==> src/rtl/srm_pkg.sv <==
package srm_pkg;

  localparam int unsigned IVAL_W   = 16;
  localparam int unsigned CFG_W    = 16;
  localparam int unsigned FILL_W   = 5;
  localparam int unsigned PANEL_W  = 9;
  localparam int unsigned TIME_W   = 32;
  localparam int unsigned RATE_W   = 16;
  localparam int unsigned CFG_IDX_W = 1;

  localparam logic [RATE_W-1:0] RATE_NUM = 16'd60000;

  localparam logic [CFG_IDX_W-1:0] REG_DOUBLE_HIT = 1'b0;
  localparam logic [CFG_IDX_W-1:0] REG_TIMEOUT    = 1'b1;

  localparam logic [CFG_W-1:0] DOUBLE_HIT_RST = 16'd30;
  localparam logic [CFG_W-1:0] TIMEOUT_RST    = 16'd2000;

  typedef enum logic [2:0] {
    S_IDLE,
    S_EVAL,
    S_READ,
    S_PUSH,
    S_MEAN_GO,
    S_MEAN_WAIT,
    S_RATE_GO,
    S_RATE_WAIT
  } state_t;

  typedef struct packed {
    logic capture;
    logic eval;
    logic read;
    logic push;
    logic start_mean;
    logic start_rate;
    logic rate_load;
    logic out_load;
  } cmd_t;

  typedef struct packed {
    logic push_req;
    logic div_done;
    logic div_busy;
    logic out_free;
  } stat_t;

endpackage

==> src/rtl/srm_if.sv <==
interface srm_in_if;
  logic                          valid;
  logic                          ready;
  logic [srm_pkg::TIME_W-1:0]    now_ms;
  logic [srm_pkg::PANEL_W-1:0]   panels;

  modport source (output valid, output now_ms, output panels, input ready);
  modport sink   (input valid, input now_ms, input panels, output ready);
endinterface

interface srm_out_if;
  logic                          valid;
  logic                          ready;
  logic [srm_pkg::RATE_W-1:0]    rate_per_minute;
  logic                          press_counted;
  logic [srm_pkg::FILL_W-1:0]    window_fill;

  modport source (output valid, output rate_per_minute, output press_counted,
                  output window_fill, input ready);
  modport sink   (input valid, input rate_per_minute, input press_counted,
                  input window_fill, output ready);
endinterface

==> src/rtl/step_rate_meter_unit.sv <==
// channel | dir | payload                                        | transfer
// in_ch   | in  | now_ms[31:0], panels[8:0]                      | valid & ready
// out_ch  | out | rate_per_minute[15:0], press_counted, fill[4:0] | valid & ready
// cfg     | in  | cfg_index (0 double_hit_ms, 1 timeout_ms), data | cfg_we
//
// A sample without a window update goes straight from evaluation to the result
// stage; one that updates the window writes it, then the shared radix-2 divider
// (dividend SUM_W = 16 + clog2(WIN_DEPTH+1)) forms the mean and then the rate.
// One sample is in flight at a time; the next is taken while a result waits.
// Synchronous active-low reset; a stalled output holds its result.
module step_rate_meter_unit #(
  parameter int unsigned WIN_DEPTH = 16
) (
  input  logic                          clk,
  input  logic                          rst_n,
  srm_in_if.sink                        in_ch,
  srm_out_if.source                     out_ch,
  input  logic                          cfg_we,
  input  logic [srm_pkg::CFG_IDX_W-1:0] cfg_index,
  input  logic [srm_pkg::CFG_W-1:0]     cfg_data
);

  srm_pkg::cmd_t  cmd;
  srm_pkg::stat_t st;

  srm_ctrl u_ctrl (
    .clk      (clk),
    .rst_n    (rst_n),
    .in_valid (in_ch.valid),
    .in_ready (in_ch.ready),
    .st       (st),
    .cmd      (cmd)
  );

  srm_dp #(
    .WIN_DEPTH (WIN_DEPTH)
  ) u_dp (
    .clk                 (clk),
    .rst_n               (rst_n),
    .cmd                 (cmd),
    .st                  (st),
    .cfg_we              (cfg_we),
    .cfg_index           (cfg_index),
    .cfg_data            (cfg_data),
    .in_now_ms           (in_ch.now_ms),
    .in_panels           (in_ch.panels),
    .out_valid           (out_ch.valid),
    .out_ready           (out_ch.ready),
    .out_rate_per_minute (out_ch.rate_per_minute),
    .out_press_counted   (out_ch.press_counted),
    .out_window_fill     (out_ch.window_fill)
  );

`ifndef NO_ASSERTIONS
  a_no_take_while_div: assert property (@(posedge clk) disable iff (!rst_n)
    (in_ch.valid && in_ch.ready) |-> !st.div_busy)
    else $error("input transfer while divider busy");

  a_fill_bound: assert property (@(posedge clk) disable iff (!rst_n)
    out_ch.valid |-> (WIN_DEPTH > 31 ||
                      out_ch.window_fill <= srm_pkg::FILL_W'(WIN_DEPTH)))
    else $error("window fill above window size");

  a_empty_zero_rate: assert property (@(posedge clk) disable iff (!rst_n)
    (out_ch.valid && out_ch.window_fill == '0 && WIN_DEPTH < 32)
      |-> out_ch.rate_per_minute == '0)
    else $error("nonzero rate with empty window");

  a_load_slot_free: assert property (@(posedge clk) disable iff (!rst_n)
    cmd.out_load |-> (!out_ch.valid || out_ch.ready))
    else $error("result overwritten before transfer");
`endif

endmodule

==> src/rtl/srm_div.sv <==
module srm_div #(
  parameter int unsigned DND_W = 21,
  parameter int unsigned DVS_W = 16
) (
  input  logic             clk,
  input  logic             rst_n,
  input  logic             start,
  input  logic [DND_W-1:0] dividend,
  input  logic [DVS_W-1:0] divisor,
  output logic [DND_W-1:0] quotient,
  output logic             busy,
  output logic             done
);

  localparam int unsigned CNT_W = $clog2(DND_W + 1);

  logic [DND_W-1:0] quo_r, quo_nxt;
  logic [DVS_W-1:0] rem_r, rem_nxt;
  logic [DVS_W-1:0] dvs_r;
  logic [CNT_W-1:0] cnt_r;
  logic             busy_r;
  logic             done_r;
  logic [DVS_W:0]   trial;
  logic [DVS_W:0]   diff;

  always_comb begin
    trial = {rem_r, quo_r[DND_W-1]};
    diff  = trial - {1'b0, dvs_r};
    if (trial >= {1'b0, dvs_r}) begin
      rem_nxt = diff[DVS_W-1:0];
      quo_nxt = {quo_r[DND_W-2:0], 1'b1};
    end else begin
      rem_nxt = trial[DVS_W-1:0];
      quo_nxt = {quo_r[DND_W-2:0], 1'b0};
    end
  end

  always_ff @(posedge clk) begin
    if (!rst_n) begin
      busy_r <= 1'b0;
      done_r <= 1'b0;
      cnt_r  <= '0;
    end else if (start) begin
      busy_r <= 1'b1;
      done_r <= 1'b0;
      cnt_r  <= CNT_W'(DND_W);
    end else if (busy_r) begin
      cnt_r <= cnt_r - CNT_W'(1);
      if (cnt_r == CNT_W'(1)) begin
        busy_r <= 1'b0;
        done_r <= 1'b1;
      end
    end else begin
      done_r <= 1'b0;
    end
  end

  always_ff @(posedge clk) begin
    if (start) begin
      quo_r <= dividend;
      rem_r <= '0;
      dvs_r <= divisor;
    end else if (busy_r) begin
      quo_r <= quo_nxt;
      rem_r <= rem_nxt;
    end
  end

  assign quotient = quo_r;
  assign busy     = busy_r;
  assign done     = done_r;

endmodule

==> src/rtl/srm_ctrl.sv <==
module srm_ctrl (
  input  logic           clk,
  input  logic           rst_n,
  input  logic           in_valid,
  output logic           in_ready,
  input  srm_pkg::stat_t st,
  output srm_pkg::cmd_t  cmd
);

  srm_pkg::state_t state_r, state_nxt;

  always_ff @(posedge clk) begin
    if (!rst_n) begin
      state_r <= srm_pkg::S_IDLE;
    end else begin
      state_r <= state_nxt;
    end
  end

  always_comb begin
    state_nxt = state_r;
    cmd       = '0;
    in_ready  = 1'b0;
    case (state_r)
      srm_pkg::S_IDLE: begin
        in_ready = 1'b1;
        if (in_valid) begin
          cmd.capture = 1'b1;
          state_nxt   = srm_pkg::S_EVAL;
        end
      end
      srm_pkg::S_EVAL: begin
        cmd.eval = 1'b1;
        if (st.push_req) begin
          state_nxt = srm_pkg::S_READ;
        end else begin
          state_nxt = srm_pkg::S_RATE_WAIT;
        end
      end
      srm_pkg::S_READ: begin
        cmd.read  = 1'b1;
        state_nxt = srm_pkg::S_PUSH;
      end
      srm_pkg::S_PUSH: begin
        cmd.push  = 1'b1;
        state_nxt = srm_pkg::S_MEAN_GO;
      end
      srm_pkg::S_MEAN_GO: begin
        cmd.start_mean = 1'b1;
        state_nxt      = srm_pkg::S_MEAN_WAIT;
      end
      srm_pkg::S_MEAN_WAIT: begin
        if (st.div_done) begin
          state_nxt = srm_pkg::S_RATE_GO;
        end
      end
      srm_pkg::S_RATE_GO: begin
        cmd.start_rate = 1'b1;
        state_nxt      = srm_pkg::S_RATE_WAIT;
      end
      srm_pkg::S_RATE_WAIT: begin
        // also the result stage for items that leave the window alone
        if (st.div_done) begin
          cmd.rate_load = 1'b1;
        end else if (!st.div_busy && st.out_free) begin
          cmd.out_load = 1'b1;
          state_nxt    = srm_pkg::S_IDLE;
        end
      end
      default: begin
        state_nxt = srm_pkg::S_IDLE;
      end
    endcase
  end

endmodule

==> src/rtl/srm_dp.sv <==
module srm_dp #(
  parameter int unsigned WIN_DEPTH = 16
) (
  input  logic                                clk,
  input  logic                                rst_n,
  input  srm_pkg::cmd_t                       cmd,
  output srm_pkg::stat_t                      st,
  input  logic                                cfg_we,
  input  logic [srm_pkg::CFG_IDX_W-1:0]       cfg_index,
  input  logic [srm_pkg::CFG_W-1:0]           cfg_data,
  input  logic [srm_pkg::TIME_W-1:0]          in_now_ms,
  input  logic [srm_pkg::PANEL_W-1:0]         in_panels,
  output logic                                out_valid,
  input  logic                                out_ready,
  output logic [srm_pkg::RATE_W-1:0]          out_rate_per_minute,
  output logic                                out_press_counted,
  output logic [srm_pkg::FILL_W-1:0]          out_window_fill
);

  localparam int unsigned CNT_W = $clog2(WIN_DEPTH + 1);
  localparam int unsigned POS_W = (WIN_DEPTH > 1) ? $clog2(WIN_DEPTH) : 1;
  localparam int unsigned SUM_W = srm_pkg::IVAL_W + CNT_W;

  logic [srm_pkg::CFG_W-1:0]   double_hit_r;
  logic [srm_pkg::CFG_W-1:0]   timeout_r;
  logic [srm_pkg::TIME_W-1:0]  now_r;
  logic [srm_pkg::PANEL_W-1:0] pads_r;
  logic [srm_pkg::PANEL_W-1:0] prev_r;
  logic [srm_pkg::TIME_W-1:0]  last_r;
  logic                        press_valid_r;
  logic [CNT_W-1:0]            count_r;
  logic [POS_W-1:0]            pos_r;
  logic [SUM_W-1:0]            sum_r;
  logic [srm_pkg::RATE_W-1:0]  rate_r;
  logic                        counted_r;
  logic [srm_pkg::IVAL_W-1:0]  ival_r;
  logic [srm_pkg::IVAL_W-1:0]  rd_r;
  logic                        mean_nz_r;
  logic [srm_pkg::IVAL_W-1:0]  win_mem [WIN_DEPTH];

  logic                        out_valid_r;
  logic [srm_pkg::RATE_W-1:0]  out_rate_r;
  logic                        out_counted_r;
  logic [srm_pkg::FILL_W-1:0]  out_fill_r;

  logic [srm_pkg::TIME_W-1:0]  interval;
  logic                        timeout_hit;
  logic                        gate_open;
  logic                        counted;
  logic                        push_req;
  logic                        win_full;

  logic [SUM_W-1:0]            div_dnd;
  logic [srm_pkg::IVAL_W-1:0]  div_dvs;
  logic [SUM_W-1:0]            div_quo;
  logic                        div_busy;
  logic                        div_done;

  assign interval    = now_r - last_r;
  assign timeout_hit = press_valid_r && (interval > srm_pkg::TIME_W'(timeout_r));
  assign gate_open   = !press_valid_r || (interval > srm_pkg::TIME_W'(double_hit_r));
  assign counted     = gate_open && ((pads_r & ~prev_r) != '0);
  assign push_req    = counted && press_valid_r && !timeout_hit;
  assign win_full    = (count_r == CNT_W'(WIN_DEPTH));

  always_ff @(posedge clk) begin
    if (!rst_n) begin
      double_hit_r <= srm_pkg::DOUBLE_HIT_RST;
      timeout_r    <= srm_pkg::TIMEOUT_RST;
    end else if (cfg_we) begin
      case (cfg_index)
        srm_pkg::REG_DOUBLE_HIT: double_hit_r <= cfg_data;
        srm_pkg::REG_TIMEOUT:    timeout_r    <= cfg_data;
        default: ;
      endcase
    end
  end

  always_ff @(posedge clk) begin
    if (cmd.capture) begin
      now_r  <= in_now_ms;
      pads_r <= in_panels;
    end
  end

  always_ff @(posedge clk) begin
    if (!rst_n) begin
      prev_r        <= '0;
      last_r        <= '0;
      press_valid_r <= 1'b0;
      count_r       <= '0;
      pos_r         <= '0;
      sum_r         <= '0;
      rate_r        <= '0;
      counted_r     <= 1'b0;
      mean_nz_r     <= 1'b0;
    end else begin
      if (cmd.eval) begin
        if (timeout_hit) begin
          count_r       <= '0;
          pos_r         <= '0;
          sum_r         <= '0;
          rate_r        <= '0;
          press_valid_r <= 1'b0;
          last_r        <= '0;
        end
        if (counted) begin
          press_valid_r <= 1'b1;
          last_r        <= now_r;
        end
        prev_r    <= pads_r;
        counted_r <= counted;
        ival_r    <= interval[srm_pkg::IVAL_W-1:0];
      end
      if (cmd.push) begin
        if (win_full) begin
          sum_r <= sum_r - SUM_W'(rd_r) + SUM_W'(ival_r);
        end else begin
          sum_r   <= sum_r + SUM_W'(ival_r);
          count_r <= count_r + CNT_W'(1);
        end
        if (pos_r == POS_W'(WIN_DEPTH - 1)) begin
          pos_r <= '0;
        end else begin
          pos_r <= pos_r + POS_W'(1);
        end
      end
      if (cmd.start_rate) begin
        mean_nz_r <= (div_quo != '0);
      end
      if (cmd.rate_load && mean_nz_r) begin
        rate_r <= div_quo[srm_pkg::RATE_W-1:0];
      end
    end
  end

  always_ff @(posedge clk) begin
    if (cmd.push) begin
      win_mem[pos_r] <= ival_r;
    end
    if (cmd.read) begin
      rd_r <= win_mem[pos_r];
    end
  end

  // mean = sum / count, then rate = 60000 / mean on the same unit
  assign div_dnd = cmd.start_rate ? SUM_W'(srm_pkg::RATE_NUM) : sum_r;
  assign div_dvs = cmd.start_rate ? div_quo[srm_pkg::IVAL_W-1:0]
                                  : srm_pkg::IVAL_W'(count_r);

  srm_div #(
    .DND_W (SUM_W),
    .DVS_W (srm_pkg::IVAL_W)
  ) u_div (
    .clk      (clk),
    .rst_n    (rst_n),
    .start    (cmd.start_mean || cmd.start_rate),
    .dividend (div_dnd),
    .divisor  (div_dvs),
    .quotient (div_quo),
    .busy     (div_busy),
    .done     (div_done)
  );

  always_ff @(posedge clk) begin
    if (!rst_n) begin
      out_valid_r <= 1'b0;
    end else if (cmd.out_load) begin
      out_valid_r <= 1'b1;
    end else if (out_ready) begin
      out_valid_r <= 1'b0;
    end
  end

  always_ff @(posedge clk) begin
    if (cmd.out_load) begin
      out_rate_r    <= rate_r;
      out_counted_r <= counted_r;
      out_fill_r    <= srm_pkg::FILL_W'(count_r);
    end
  end

  assign st.push_req = push_req;
  assign st.div_done = div_done;
  assign st.div_busy = div_busy;
  assign st.out_free = !out_valid_r || out_ready;

  assign out_valid           = out_valid_r;
  assign out_rate_per_minute = out_rate_r;
  assign out_press_counted   = out_counted_r;
  assign out_window_fill     = out_fill_r;

endmodule

==> src/flat_wrapper.sv <==
// flat-port wrapper written by rule: the top's interface ports become plain ports
module step_rate_meter_unit_flat 
#(
  parameter int unsigned WIN_DEPTH = 16
)
  (clk, rst_n, cfg_we, cfg_index, cfg_data, in_ch_valid, in_ch_now_ms, in_ch_panels, in_ch_ready, out_ch_valid, out_ch_rate_per_minute, out_ch_press_counted, out_ch_window_fill, out_ch_ready);
  srm_in_if in_ch_i ();
  srm_out_if out_ch_i ();
  input  logic clk;
  input  logic rst_n;
  input  logic cfg_we;
  input  logic [srm_pkg::CFG_IDX_W-1:0] cfg_index;
  input  logic [srm_pkg::CFG_W-1:0] cfg_data;
  input wire logic [$bits(in_ch_i.valid)-1:0] in_ch_valid;
  input wire logic [$bits(in_ch_i.now_ms)-1:0] in_ch_now_ms;
  input wire logic [$bits(in_ch_i.panels)-1:0] in_ch_panels;
  output wire logic [$bits(in_ch_i.ready)-1:0] in_ch_ready;
  output wire logic [$bits(out_ch_i.valid)-1:0] out_ch_valid;
  output wire logic [$bits(out_ch_i.rate_per_minute)-1:0] out_ch_rate_per_minute;
  output wire logic [$bits(out_ch_i.press_counted)-1:0] out_ch_press_counted;
  output wire logic [$bits(out_ch_i.window_fill)-1:0] out_ch_window_fill;
  input wire logic [$bits(out_ch_i.ready)-1:0] out_ch_ready;
  assign in_ch_i.valid = in_ch_valid;
  assign in_ch_i.now_ms = in_ch_now_ms;
  assign in_ch_i.panels = in_ch_panels;
  assign in_ch_ready = in_ch_i.ready;
  assign out_ch_valid = out_ch_i.valid;
  assign out_ch_rate_per_minute = out_ch_i.rate_per_minute;
  assign out_ch_press_counted = out_ch_i.press_counted;
  assign out_ch_window_fill = out_ch_i.window_fill;
  assign out_ch_i.ready = out_ch_ready;
  step_rate_meter_unit #(.WIN_DEPTH(WIN_DEPTH)) u_core (.clk(clk), .rst_n(rst_n), .in_ch(in_ch_i), .out_ch(out_ch_i), .cfg_we(cfg_we), .cfg_index(cfg_index), .cfg_data(cfg_data));
endmodule
==> config.mk <==
export PLATFORM = sky130hd
export DESIGN_NAME = step_rate_meter_unit_flat
export DESIGN_NICKNAME = d
export VERILOG_FILES = /design/src/rtl/srm_pkg.sv /design/src/rtl/srm_if.sv /design/src/rtl/step_rate_meter_unit.sv /design/src/rtl/srm_div.sv /design/src/rtl/srm_ctrl.sv /design/src/rtl/srm_dp.sv /design/src/flat_wrapper.sv
export SDC_FILE = /design/constraint.sdc
export NUM_CORES = 1
export LEC_CHECK = 0
export BUFFER_PORTS_ARGS = -buffer_cell sky130_fd_sc_hd__buf_4
export CAP_MARGIN = 20
export CORE_UTILIZATION = 40
export DETAILED_ROUTE_END_ITERATION = 10
export PLACE_DENSITY = 0.63
export REMOVE_ABC_BUFFERS = 1
export SETUP_SLACK_MARGIN = 0.1
export SYNTH_ARGS = -nofsm -noshare
export SYNTH_HDL_FRONTEND = slang
export SYNTH_SLANG_ARGS = --single-unit
==> constraint.sdc <==
create_clock -name clk -period 5.8 [get_ports clk]
set_clock_uncertainty 0.05 [all_clocks]
set_input_delay 0.87 -clock clk [delete_from_list [all_inputs] [get_ports clk]]
set_output_delay 0.87 -clock clk [all_outputs]
set_load 0.02 [all_outputs]
======== After elaboration in Yosys (flattened, before gate mapping) ========
Memory sizes are Yosys's and may differ from the RTL's. A register that Yosys moved wholly into a read port is not among the register bits.
Index checks and enable logic that the tools add are counted.
operators by class
  add/sub/neg operators ................... 8
  $lt $le $gt $ge ......................... 3
  eq/ne operators ......................... 14
  multiplexer cells ....................... 52
  bitwise operators ....................... 5
  reductions and logical operators ........ 32
operators with widths
  cell                number
  $mux 21             7
  $gt 32x16->1        2
  $mux 16             4
  $mux 32             2
  $add 21x16->21      2
  $mux 5              7
  $sub 32x32->32      1
  $pmux 3 s8          1
  $mux 1              21
  $reduce_bool 21->1  1
  $sub 21x16->21      1
  $ge 17x16->1        1
  $mux 4              4
  $sub 16x16->16      1
  $mux 3              5
  $reduce_bool 2->1   7
  $eq 3x3->1 const B  4
  $reduce_and 2->1    6
  $and 9x9->9         1
  $not 9->9           1
  $reduce_bool 9->1   1
  $ne 2x2->1 const B  4
  $eq 3x2->1 const B  2
  $logic_and 1x1->1   6
  15 further kinds    22
storage, ports and cells
  register bits ........................... 265
  bits in writable memories ............... 256
  input port bits ......................... 63
  memories kept ........................... 1
memories
  name                 words  bits a word  read ports  clocked after Yosys merged registers in  wr ports  RTL line      text
  u_core.u_dp.win_mem  16     16           1           1                                        1         srm_dp.sv:39  logic [srm_pkg::IVAL_W-1:0] win_mem [WIN_DEPTH];

======== Depth between registers and ports, before layout ========
  depth in word-level cells ............... 9
  depth in mapped cells ................... 24
  mapped depth without buffers ............ 22

======== By module ========
Synthesis repeated with hierarchy kept, for this count alone.
unflattened totals
  cells, all modules ...................... 2100
  area, all modules ....................... 26148.8 um^2
by module, submodules not included
  module    times used  cells each  area an instance (um^2)  seq. area each (um^2)
  srm_dp    1           1749        22449.0                  13002.5
  srm_div   1           318         3442.1                   1571.5
  srm_ctrl  1           33          257.7                    60.1

======== Worst setup path before layout ========
OpenSTA, ideal clock, no wires.
  path type ............................... register to register
  from .................................... register u_core.u_dp.now_r[1] in the netlist's numbering
  to ...................................... register u_core.u_dp.sum_r[11]
  library setup time ...................... 0.060 ns
  arrival ................................. 4.114 ns
  slack ................................... 1.576 ns
  stages on the path, launching flop included .. 22
  clock period less this slack ............ 4.224 ns
  cells stage by stage .................... edfxtp_1 -> ha_1 -> nor2b_1 -> o2111a_1 -> nor2_1 -> nand2_1 -> a311oi_1 -> nor3_1 -> nor2_1 -> xnor2_1 -> ha_1 -> nand4_1 -> nor2_1 -> a211oi_1 -> a21oi_1 -> nor3_1 -> a21o_1 -> clkbuf_1 -> and2_1 -> clkbuf_1 -> buf_2 -> a22o_1
on the way
  cells in the longest elaborated chain, start to end .. 5
RTL lines
  element                             RTL line       text
  start: declaration                  srm_dp.sv:26   logic [srm_pkg::TIME_W-1:0] now_r;
  start signal: assignment            srm_dp.sv:81   now_r <= in_now_ms;
  $sub 32x32->32                      srm_dp.sv:59   assign interval = now_r - last_r;
  net u_core.u_dp.interval (one bit)  srm_dp.sv:46   logic [srm_pkg::TIME_W-1:0] interval;
  $gt 32x16->1                        srm_dp.sv:60   assign timeout_hit = press_valid_r && (interval > srm_pkg::TIME_W'(timeout_r));
  $logic_and 1x1->1                   srm_dp.sv:60
  $reduce_bool 2->1 (no line)         n/a
  $reduce_and 2->1 (no line)          n/a
  end signal: assignment              srm_dp.sv:117  sum_r <= sum_r - SUM_W'(rd_r) + SUM_W'(ival_r);
  end signal: assignment              srm_dp.sv:119  sum_r <= sum_r + SUM_W'(ival_r);
  end: declaration                    srm_dp.sv:33   logic [SUM_W-1:0] sum_r;
The timed path passes the listed nets, and every way through them passes these cells.
A chain may end at the register's enable or synchronous reset.

======== Worst setup path in the final report ========
  from .................................... register u_core.u_dp.now_r[0] in the netlist's numbering
  to ...................................... register u_core.u_dp.sum_r[15]
Same word-level chain as after synthesis.

==> out/metrics.cfg <==
[power_and_ir_drop]
clockPowerShare_pct=34.5
seq_power_share_pct=42.3
sw_frac_of_total_pct=29.5
leakage_nw=10.8
p_int_mw=7.82
max-vdd-ir-drop_mv=0.271
switchingPower_mw=3.27
pwr-share-comb_pct=23.2
powerDensity_nw_per_um2=376

[global_routing]
grt-ovfl-total=0
use_met1_pct=24.3
use_met3_pct=2.63
grt_max_degree=58
antenna_found_initial=0
busiest_layer=met2
grtUsageMet2_pct=31.6
grtUsageTotal_pct=18.4
grt_pass1_wl_mm=94.8
grt_pass1_vias=16681

[die]
initial_core_util_pct=40.7
die-area_sq_um=65700
chipHeight_microns=256
floorplan.core_area_sq_um=63500
row_count=92
io_pins=87
die_w_microns=256

[routing]
vias=16823
wl_per_cell_microns=19.5
first_iter_violations=1054
first_pass_iters=7
ant_nets=0
wl_mm=60.3
drc=0
via_per_inst=5.45

[clocking]
cts_tree=built
cts_hold_buf=0
htree_levels=2
post_cts_buffers=0
insertion_delay_ns=0.62
cts_resized=0
clk_pin_slew_ns=0.06
root_buffer=clkbuf_16
cts_buffers=57
cts_buffer_depth=3
cts.sinks=537

[sta]
worst_slew_pin_slew_ns=1.12
fmax_mhz=199
tns_ns=0
min_period_over_period_pct=86.6
maxSlewViolCount=0
setup_violations=0
min_period_ns=5.02
rsz0062_at_grt=false
slew_headroom_pct=25.5
finalHoldViolCount=0

[worst_hold_path]
min_from=in_ch_now_ms[12]
hold_path_class=input port to register

[setup_path]
rr_startpoint=u_core.u_dp.now_r[0]
critical_path.startpoint=u_core.u_dp.now_r[0]
cp_max_fo=18
critPathKind=register to register
path_cells=inv_1, ha_1, inv_1, fa_1, a21o_1, a221oi_1, o21a_1, o21ai_0, xnor2_1, ha_1, nand4_1, nor2_1, o21ai_0, a21oi_1, nor3_1, a21o_1, and2_1, a221o_1
ff2ff_setup_slack_ns=0.78
critPathMaxStageDelay_ns=0.48
crit_required_ns=6.25
worst-endpoint-arrival_ns=5.47
cp_slowest_cell=and2_1
cp-start-kind=register
worstSetupEndpointType=register

[layout]
final_nets=2400
multi_input_area_sq_um=10200
final_common_cell=edfxtp_1
regArea_sq_um=14600
n_antenna_cell=0
fin_util_pct=46.5
final_cell_mix=edfxtp_1, nand2_1, inv_1
drive_gt1_share_pct=14.3
fillers=5715
final_area_sq_um=29500
area_growth_pct=14.1

[placed_design]
placed_area_sq_um=27500
hpwl_mm=41.0
finalWeightedCongestion=0.862
port_buffers=86

[logic_synthesis]
ys_seq_area_share_pct=56.5
ys.flop_type=edfxtp_1
ys_types=83
synth_async_sr_flop_share_pct=0
ys.warnings.count=0
syn_inst=2111
synth_edf_count=388
synth.avg_cell_area_sq_um=12.3
netlist_area_sq_um=25900
synth_seq_cells=537

[run]
cap_violations=0

[status]
status=finished clean

==> critical path, delay by kind of cell (launching register included) <==
| kind | cells | cell delay, ns |
|---|---|---|
| compound gates | 8 | 2.39 |
| fa+ha+maj | 3 | 0.90 |
| simple gates | 4 | 0.86 |
| flops | 1 | 0.36 |
| xor+xnor | 1 | 0.20 |
| buf+inv | 2 | 0.15 |
==> cell usage after synthesis, types with 24 or more instances <==
master,count,area [sq um]
a21o_1,28,210
mux4_2,80,1800
nand4_1,24,150
xor2_1,26,228
nor3_1,41,205
ha_1,127,1590
a22o_1,40,350
xnor2_1,38,333
a21oi_1,128,641
nand2_1,200,751
nand3_1,28,140
edfxtp_1,388,11700
clkbuf_1,63,236
o21ai_0,86,430
dfxtp_1,149,2980
nor2_1,95,357
inv_1,187,702
==> power by group through the flow <==
stage	Combinational (mW)	Clock (mW)	Sequential [mW]
floorplan	1.90	0	4.70
global placement	2.49	0	4.77
detailed placement	2.52	0	4.78
CTS	2.54	3.91	4.70
global route	2.87	4.05	4.73
finish	2.57	3.83	4.69
==> logic make-up after synthesis <==
logic type,count (synthesis),synth area share (%)
xor+xnor,64,2.17
mux,106,7.99
fa+ha+maj,146,7.61
compound gates,471,12.1
simple gates,510,9.37
flops,537,56.5
buf+inv,277,4.19
==> flip-flops by register name (all words and copies together), names as in the netlist, 3 cells and up <==
register	count
u_core.u_dp.win_mem	256
u_core.u_dp.last_r	32
u_core.u_dp.now_r	32
u_core.u_dp.sum_r	21
u_core.u_dp.u_div.quotient	21
u_core.u_dp.double_hit_r	16
u_core.u_dp.ival_r	16
u_core.u_dp.out_rate_per_minute	16
u_core.u_dp.rate_r	16
u_core.u_dp.rd_r	16
u_core.u_dp.timeout_r	16
u_core.u_dp.u_div.dvs_r	16
u_core.u_dp.u_div.rem_r	16
u_core.u_dp.pads_r	9
u_core.u_dp.prev_r	9
u_core.u_dp.count_r	5
u_core.u_dp.out_window_fill	5
u_core.u_dp.u_div.cnt_r	5
u_core.u_dp.pos_r	4
u_core.u_ctrl.state_r	3
==> per-stage QoR <==
step	setup slack [ns]	hold slack (ns)	instances	total power, mW
floorplan	0.410	0.352	2021	6.59
global placement	0.949	0.365	2972	7.26
detailed placement	0.845	0.370	2975	7.31
CTS	0.788	0.330	3082	11.2
global route	0.359	0.339	3085	11.7
finish	0.776	0.373	3085	11.1
==> routing by layer <==
metal  wire length, microns  up-vias
met5                      0        -
met4                   1330        0
met3                   2810       87
met2                  30100      394
met1                  26100     8323
li1                       -     8019
==> area by class of cell <==
type	count	area share [%]
sequential	537	49.6
clock buffer	69	5.30
timing repair buffer	111	3.13
tap	846	3.58
inverter	187	2.38
multi-input combinational	1297	34.6
clock inverter	38	1.47
==> final timing paths <==
kind / cells after the start / to
max reg2reg: 18 / u_core.u_dp.sum_r[15]
min reg2reg: 0 / u_core.u_dp.out_rate_per_minute[7]
max: 18 / u_core.u_dp.sum_r[15]
min: 1 / u_core.u_dp.now_r[12]
Note: power is estimated with default switching activity, not from simulation.
